`config.mk`:
```
export PLATFORM = sky130hd
export DESIGN_NAME = sha1_stream_hasher
export DESIGN_NICKNAME = d
export VERILOG_FILES = /design/src/rtl/sha1_pkg.sv /design/src/rtl/sha1_front.sv /design/src/rtl/sha1_core.sv /design/src/rtl/sha1_stream_hasher.sv
export SDC_FILE = /design/constraint.sdc
export NUM_CORES = 2
export LEC_CHECK = 0
export BUFFER_PORTS_ARGS = -buffer_cell sky130_fd_sc_hd__buf_2
export CAP_MARGIN = 0
export CORE_UTILIZATION = 65
export CTS_CLUSTER_DIAMETER = 120
export DETAILED_ROUTE_END_ITERATION = 6
export GPL_TIMING_DRIVEN = 1
export PLACE_DENSITY = 0.87
export SLEW_MARGIN = 0
export SYNTH_ARGS = -nofsm -noshare
export SYNTH_HDL_FRONTEND = slang
export SYNTH_SLANG_ARGS = --single-unit
export TNS_END_PERCENT = 20
```
`constraint.sdc`:
```
create_clock -name clk -period 10.1 [get_ports clk]
set_input_delay 0.505 -clock clk [delete_from_list [all_inputs] [get_ports clk]]
set_output_delay 0.505 -clock clk [all_outputs]
set_load 0.01 [all_outputs]
```
`src/rtl/sha1_pkg.sv`:
```
// Package for the SHA-1 stream hasher: constants, types and round helpers.
// Used by every module under rtl; depends on nothing.
package sha1_pkg;
  localparam logic [31:0] IV0 = 32'h67452301;
  localparam logic [31:0] IV1 = 32'hEFCDAB89;
  localparam logic [31:0] IV2 = 32'h98BADCFE;
  localparam logic [31:0] IV3 = 32'h10325476;
  localparam logic [31:0] IV4 = 32'hC3D2E1F0;
  localparam logic [7:0]  PAD_BYTE = 8'h80;
  localparam int FIFO_DEPTH_DEF = 4;

  typedef enum logic [2:0] {
    ST_IDLE, ST_ROUND, ST_FOLD, ST_PAD, ST_EMIT
  } core_state_t;

  typedef struct packed {
    logic       mode;
    logic [7:0] data_byte;
  } item_t;

  function automatic logic [31:0] round_k(input logic [6:0] r);
    logic [31:0] k;
    begin
      if (r < 7'd20) k = 32'h5A827999;
      else if (r < 7'd40) k = 32'h6ED9EBA1;
      else if (r < 7'd60) k = 32'h8F1BBCDC;
      else k = 32'hCA62C1D6;
      return k;
    end
  endfunction

  function automatic logic [31:0] round_f(input logic [6:0] r, input logic [31:0] b,
                                          input logic [31:0] c, input logic [31:0] d);
    logic [31:0] f;
    begin
      if (r < 7'd20) f = (b & c) | (~b & d);
      else if (r < 7'd40 || r >= 7'd60) f = b ^ c ^ d;
      else f = (b & c) | (b & d) | (c & d);
      return f;
    end
  endfunction
endpackage

```
`src/rtl/sha1_front.sv`:
```
// Front part: input queue that accepts and holds items ahead of the core.
// Depends on sha1_pkg.
module sha1_front import sha1_pkg::*; #(
  parameter int DEPTH = FIFO_DEPTH_DEF
) (
  input  logic  clk,
  input  logic  rst,
  input  logic  push,
  input  item_t push_item,
  output logic  full,
  input  logic  take,
  output logic  avail,
  output item_t head
);
  localparam int AW = (DEPTH > 1) ? $clog2(DEPTH) : 1;
  item_t mem [DEPTH];
  logic [AW-1:0] wp, rp;
  logic [AW:0] cnt;

  assign full  = (cnt == (AW+1)'(DEPTH));
  assign avail = (cnt != '0);
  assign head  = mem[rp];

  always_ff @(posedge clk) begin
    if (push && !full) mem[wp] <= push_item;
  end

  always_ff @(posedge clk) begin
    if (rst) begin
      wp <= '0; rp <= '0; cnt <= '0;
    end else begin
      if (push && !full) wp <= (wp == AW'(DEPTH-1)) ? '0 : wp + 1'b1;
      if (take && avail) rp <= (rp == AW'(DEPTH-1)) ? '0 : rp + 1'b1;
      cnt <= cnt + (AW+1)'(push && !full) - (AW+1)'(take && avail);
    end
  end
endmodule

```
`src/rtl/sha1_core.sv`:
```
// Back part: block buffer, message schedule window and one-round-per-cycle compression.
// Depends on sha1_pkg.
module sha1_core import sha1_pkg::*; (
  input  logic        clk,
  input  logic        rst,
  input  logic        avail,
  input  item_t       head,
  output logic        take,
  output logic        empty,
  input  logic        pop,
  output logic [31:0] digest_word,
  output logic [2:0]  word_index,
  output logic        last_word
);
  core_state_t state, state_next;
  logic [31:0] h [5];
  logic [31:0] a, b, c, d, e;
  logic [31:0] w [16];
  logic [5:0]  fill;
  logic [63:0] byte_count;
  logic [6:0]  rnd;
  logic        finishing, last_block;
  logic [2:0]  widx;
  logic [5:0]  pad_pos;
  logic        pad_first;

  logic [31:0] tmp, wnew, wcur;
  assign wcur = w[0];
  assign wnew = {w[13]^w[8]^w[2]^w[0]} << 1 | (w[13]^w[8]^w[2]^w[0]) >> 31;
  assign tmp = {a[26:0], a[31:27]} + round_f(rnd, b, c, d) + e + round_k(rnd) + wcur;

  assign empty = (state != ST_EMIT);
  assign digest_word = h[widx];
  assign word_index  = widx;
  assign last_word   = (widx == 3'd4);
  assign take = (state == ST_IDLE) && avail;

  logic [63:0] bits;
  assign bits = {byte_count[60:0], 3'b000};

  function automatic logic [7:0] pad_byte(input logic [5:0] p, input logic first,
                                          input logic lastb, input logic [63:0] bl);
    logic [7:0] v;
    begin
      if (first) v = PAD_BYTE;
      else if (lastb && p >= 6'd56) v = bl[8*(7-(p-6'd56)) +: 8];
      else v = 8'h00;
      return v;
    end
  endfunction

  always_comb begin
    state_next = state;
    unique case (state)
      ST_IDLE:  if (avail) state_next = head.mode ? ST_PAD :
                                       (fill == 6'd63 ? ST_ROUND : ST_IDLE);
      ST_PAD:   if (pad_pos == 6'd63) state_next = ST_ROUND;
      ST_ROUND: if (rnd == 7'd79) state_next = ST_FOLD;
      ST_FOLD:  state_next = !finishing ? ST_IDLE : (last_block ? ST_EMIT : ST_PAD);
      ST_EMIT:  if (pop && widx == 3'd4) state_next = ST_IDLE;
      default:  state_next = ST_IDLE;
    endcase
  end

  always_ff @(posedge clk) begin
    if (rst) state <= ST_IDLE;
    else state <= state_next;
  end

  logic [7:0] byte_in;
  always_comb begin
    if (state == ST_PAD) byte_in = pad_byte(pad_pos, pad_first, last_block, bits);
    else byte_in = head.data_byte;
  end

  always_ff @(posedge clk) begin
    if (rst) begin
      h[0] <= IV0; h[1] <= IV1; h[2] <= IV2; h[3] <= IV3; h[4] <= IV4;
      fill <= '0; byte_count <= '0; rnd <= '0; finishing <= 1'b0;
      last_block <= 1'b0; widx <= '0; pad_pos <= '0; pad_first <= 1'b0;
    end else begin
      unique case (state)
        ST_IDLE: if (avail) begin
          if (head.mode) begin
            finishing <= 1'b1;
            pad_first <= 1'b1;
            pad_pos <= fill;
            last_block <= (fill < 6'd56);
          end else begin
            w[fill[5:2]] <= {w[fill[5:2]][23:0], byte_in};
            fill <= fill + 1'b1;
            byte_count <= byte_count + 64'd1;
          end
          a <= h[0]; b <= h[1]; c <= h[2]; d <= h[3]; e <= h[4];
          rnd <= '0;
        end
        ST_PAD: begin
          w[pad_pos[5:2]] <= {w[pad_pos[5:2]][23:0], byte_in};
          pad_first <= 1'b0;
          pad_pos <= pad_pos + 1'b1;
          a <= h[0]; b <= h[1]; c <= h[2]; d <= h[3]; e <= h[4];
          rnd <= '0;
        end
        ST_ROUND: begin
          for (int i = 0; i < 15; i++) w[i] <= w[i+1];
          w[15] <= wnew;
          e <= d; d <= c; c <= {b[1:0], b[31:2]}; b <= a; a <= tmp;
          rnd <= rnd + 1'b1;
        end
        ST_FOLD: begin
          h[0] <= h[0] + a; h[1] <= h[1] + b; h[2] <= h[2] + c;
          h[3] <= h[3] + d; h[4] <= h[4] + e;
          if (finishing && !last_block) begin
            last_block <= 1'b1;
            pad_pos <= '0;
          end
          widx <= '0;
        end
        ST_EMIT: if (pop) begin
          if (widx == 3'd4) begin
            h[0] <= IV0; h[1] <= IV1; h[2] <= IV2; h[3] <= IV3; h[4] <= IV4;
            fill <= '0; byte_count <= '0; finishing <= 1'b0; widx <= '0;
          end else begin
            widx <= widx + 1'b1;
          end
        end
        default: ;
      endcase
    end
  end
endmodule

```
`src/rtl/sha1_stream_hasher.sv`:
```
// Top level of the SHA-1 stream hasher: input queue in front of the compression core.
// Depends on sha1_pkg, sha1_front and sha1_core.
// The core takes in a byte item while idle; every 64th byte also runs 80 rounds, one per
// cycle, then a fold step. A finish item is accepted, the block is padded from the fill
// position to its end, then 80 rounds and a fold run; when more than 55 bytes are
// buffered a second block is padded in full and compressed likewise. It then
// holds the five digest words on the result ports until each is popped. The input queue
// keeps accepting bytes while the core compresses, until the queue is full.
module sha1_stream_hasher import sha1_pkg::*; #(
  parameter int FIFO_DEPTH = FIFO_DEPTH_DEF
) (
  input  logic        clk,
  input  logic        rst,
  input  logic        push,
  output logic        full,
  input  logic        mode,
  input  logic [7:0]  data_byte,
  output logic        empty,
  input  logic        pop,
  output logic [31:0] digest_word,
  output logic [2:0]  word_index,
  output logic        last_word
);
  item_t in_item, head;
  logic take, avail;
  assign in_item = '{mode: mode, data_byte: data_byte};

  sha1_front #(.DEPTH(FIFO_DEPTH)) u_front (
    .clk, .rst, .push, .push_item(in_item), .full, .take, .avail, .head
  );

  sha1_core u_core (
    .clk, .rst, .avail, .head, .take, .empty, .pop, .digest_word, .word_index, .last_word
  );
endmodule

```
==> impl_metrics.py <==
metrics = {
    "global_routing": {
        "antenna_found_initial": 0,
        "grt_max_degree": 224,
        "grt_pass1_vias": 44078,
        "gr-total-overflow": 0,
        "grt_use_total_pct": 37.0,
        "grt_first_pass_wirelength_um": 262000,
        "grtUsageMet1_pct": 48.0,
        "grt_util_met2_pct": 57.9,
        "gr-max-usage-layer": "met2",
        "grt_use_met3_pct": 7.64,
    },
    "flow_run": {
        "maxCapViolCount": 0,
    },
    "yosys": {
        "ys.flop_type": "edfxtp_1",
        "ys_seq_area_share_pct": 47.4,
        "synth_warnings": 0,
        "syn_area_um2": 59600,
        "synth_edf_count": 868,
        "syn-num-nets": 5470,
        "ys_types": 83,
        "synth_cells": 5123,
        "synth_seq_cells": 977,
        "avgSynthCellArea_um2": 11.6,
        "synth-async-reset-ratio_pct": 0,
    },
    "detailed_routing": {
        "vias": 44674,
        "postRouteAntennaNets": 0,
        "remaining_drc_errors": 0,
        "dr.first_iter.drc_count": 6632,
        "via_per_inst": 7.03,
        "drt_wl_total_um": 171000,
        "dr.pass1.iters": 6,
        "routedWlPerCell_um": 26.9,
    },
    "setup_path": {
        "crit_type": "register to register",
        "r2r_slack_ns": 2.87,
        "critical_path.endpoint": "u_core.a[27]",
        "timing.rr.start": "u_core.rnd[4]",
        "end_kind": "register",
        "startpoint_type": "register",
        "worstPathRequired_ns": 10.50,
        "cp_max_fo": 22,
        "crit_arrival_ns": 7.63,
        "r2r_end": "u_core.a[27]",
        "rr_worst_depth": 19,
        "startpoint": "u_core.rnd[4]",
    },
    "clocking": {
        "cts_tree": "done",
        "cts_max_level": 3,
        "cts.sinks": 977,
        "cts_buffers": 105,
        "cts_max_path_buffers": 3,
        "clock_latency_ns": 0.73,
        "cts_resized": 0,
        "clockRootBuffer": "clkbuf_16",
        "post-cts-setup-buffers": 0,
        "path_clk_slew_ns": 0.06,
    },
    "cells_and_area": {
        "nets": 5440,
        "multi_input_area_um2": 29400,
        "drive_gt1_share_pct": 12.6,
        "layout.cells.non_filler": 6351,
        "mostFrequentLayoutCells": "868 x edfxtp_1, 783 x nand2_1, 460 x a21o_1",
        "fill_cells": 5759,
        "regArea_um2": 28300,
        "syn2layout_area_growth_pct": 8.40,
        "antenna_cells": 0,
        "layout_commonest_cell": "edfxtp_1",
    },
    "sta": {
        "fin_ws_ns": 2.87,
        "fmax_mhz": 138,
        "finalHoldViolations": 0,
        "setup_viol": 0,
        "finalCriticalPeriod_ns": 7.23,
        "period_share_pct": 71.6,
        "rsz0062_at_grt": "false",
        "slew_headroom_pct": 13.5,
        "worst_pin_slew_ns": 1.30,
        "finalSetupTns_ns": 0,
        "finalClockSkew_ns": 0.0559,
        "slew_viol_final": 0,
    },
    "floorplan": {
        "dieWidth_um": 305,
        "initial_core_util_pct": 65.9,
        "pin_count": 51,
        "dieArea_um2": 92800,
        "coreArea_um2": 90400,
        "placementRows": 110,
        "die_y_um": 305,
    },
    "power_and_ir_drop": {
        "p_per_area_nw_per_um2": 350,
        "p_leak_nw": 25.3,
        "peakVddDrop_mv": 0.353,
    },
    "min_path": {
        "hold_depth": 1,
        "min_path_type": "primary input to register",
    },
    "place": {
        "post-place-ws_ns": 3.10,
        "portBuffers": 50,
        "dp.cells": 6154,
        "hpwlAfterDp_um": 108000,
        "gp_congestion": 0.996,
    },
    "outcome": {
        "status": "completed",
    },
}
==> power breakdown <==
group          internal, mW  total [mW]  switching [mW]
logic                  4.73        11.8            7.10
clock network          2.23        3.92            1.69
registers              5.88        6.82           0.935
==> layer usage <==
layer | wire, µm | vias to the layer above
li1 | - | 18754
met1 | 59700 | 21774
met4 | 11600 | 0
met3 | 20600 | 778
met5 | 0 | -
met2 | 78900 | 3368
==> stage by stage <==
step                      utilization (%)  cell area, µm²  hold WS [ns]  total power [mW]
final                                71.4           64600        0.0564              22.6
after detailed placement             67.5           61000         0.473              18.2
after floorplan                         -           59600         0.454              15.1
after global placement               67.5           61000         0.471              17.8
after CTS                            71.4           64600        0.0402              22.3
after global routing                 71.4           64600        0.0448              23.9
==> state kept, by name, indices dropped and copies added, names as in the netlist, 2 cells and up, named ones only <==
signal,count
u_core.rnd,7
u_front.mem,36
u_core.d,32
u_front.wp,2
u_core.w,512
u_core.byte_count,61
u_core.pad_pos,6
u_core.fill,6
u_front.cnt,3
u_core.state,3
u_core.c,32
u_core.a,32
u_core.word_index,3
u_front.rp,2
u_core.h,160
u_core.e,32
u_core.b,32
==> worst min path at each step <==
| stage | startpoint | to | slack [ns] |
|---|---|---|---|
| final | data_byte[3] | u_front.mem[0][3] | 0.06 |
| after floorplan | u_front.rp[1] | register | 0.45 |
| after CTS | data_byte[3] | u_front.mem[0][3] | 0.04 |
| after global routing | data_byte[3] | u_front.mem[1][3] | 0.04 |
| after detailed placement | u_front.rp[1] | register | 0.47 |
| after global placement | u_front.rp[1] | u_front.rp[1] | 0.47 |
==> cell families (layout without fill, tap and decap cells) <==
logic type | Yosys count | after routing | synth area share (%)
DFF | 977 | 977 | 47.4
and+or+nand+nor | 1433 | 1433 | 10.5
muxes | 372 | 372 | 12.5
AOI/OAI and AO/OA | 1174 | 1174 | 13.2
adders and majority gates | 334 | 334 | 8.60
xor gates and xnor gates | 279 | 279 | 4.10
buffers and inverters | 554 | 606 | 3.65
==> cell usage after synthesis, types with 15 or more instances <==
| library cell | count | area [µm²] |
|---|---|---|
| a221oi_1 | 17 | 149 |
| inv_1 | 288 | 1080 |
| o211ai_1 | 18 | 135 |
| nand2_1 | 783 | 2940 |
| nand2b_1 | 31 | 194 |
| o21ai_0 | 245 | 1230 |
| nor2b_1 | 30 | 188 |
| clkbuf_1 | 181 | 679 |
| a211oi_1 | 30 | 225 |
| mux2i_1 | 47 | 470 |
| mux2_2 | 31 | 349 |
| o21bai_1 | 20 | 150 |
| dfxtp_1 | 109 | 2180 |
| nand4_1 | 25 | 156 |
| nor3b_1 | 15 | 113 |
| o21a_1 | 57 | 428 |
| mux4_2 | 291 | 6550 |
| a21oi_1 | 189 | 946 |
| nand3_1 | 72 | 360 |
| edfxtp_1 | 868 | 26100 |
| a21o_1 | 460 | 3450 |
| ha_1 | 208 | 2600 |
| or3_1 | 32 | 200 |
| and2_1 | 27 | 169 |
| and3_1 | 33 | 206 |
| xor2_1 | 133 | 1160 |
| nor3_1 | 61 | 305 |
| buf_2 | 52 | 260 |
| fa_1 | 126 | 2520 |
| a31oi_1 | 28 | 175 |
| buf_1 | 29 | 109 |
| xnor2_1 | 146 | 1280 |
| nor2_1 | 272 | 1020 |
==> worst max-delay path, cell delays in order, from the launching register on <==
cell	delay, ns
dfxtp_1	0.38
a41oi_1	0.75
and2_1	0.95
inv_1	0.69
o22a_1	0.38
o21ai_0	0.09
fa_1	0.47
fa_1	0.53
inv_1	0.06
fa_1	0.50
inv_1	0.04
ha_1	0.35
a21o_1	0.20
a21o_1	0.17
a211oi_1	0.28
and2_1	0.25
o21ai_0	0.15
a41oi_1	0.40
xor2_1	0.17
o21ai_0	0.08
==> repair_timing <==
action	CTS	global route
endpoints found under the setup margin	0	0
endpoints found under the hold margin	32	0
hold buffers	8	0
==> final cells by class <==
| class | instances | share of cell area [%] |
|---|---|---|
| clock buffers | 139 | 4.38 |
| clock inverters | 50 | 0.948 |
| inverters | 288 | 1.67 |
| multi-input cells | 3592 | 45.5 |
| flip-flops and latches | 977 | 43.8 |
| well taps | 1176 | 2.28 |
| repair buffers | 129 | 1.41 |
No activity file was read; power rests on OpenSTA's default activity.
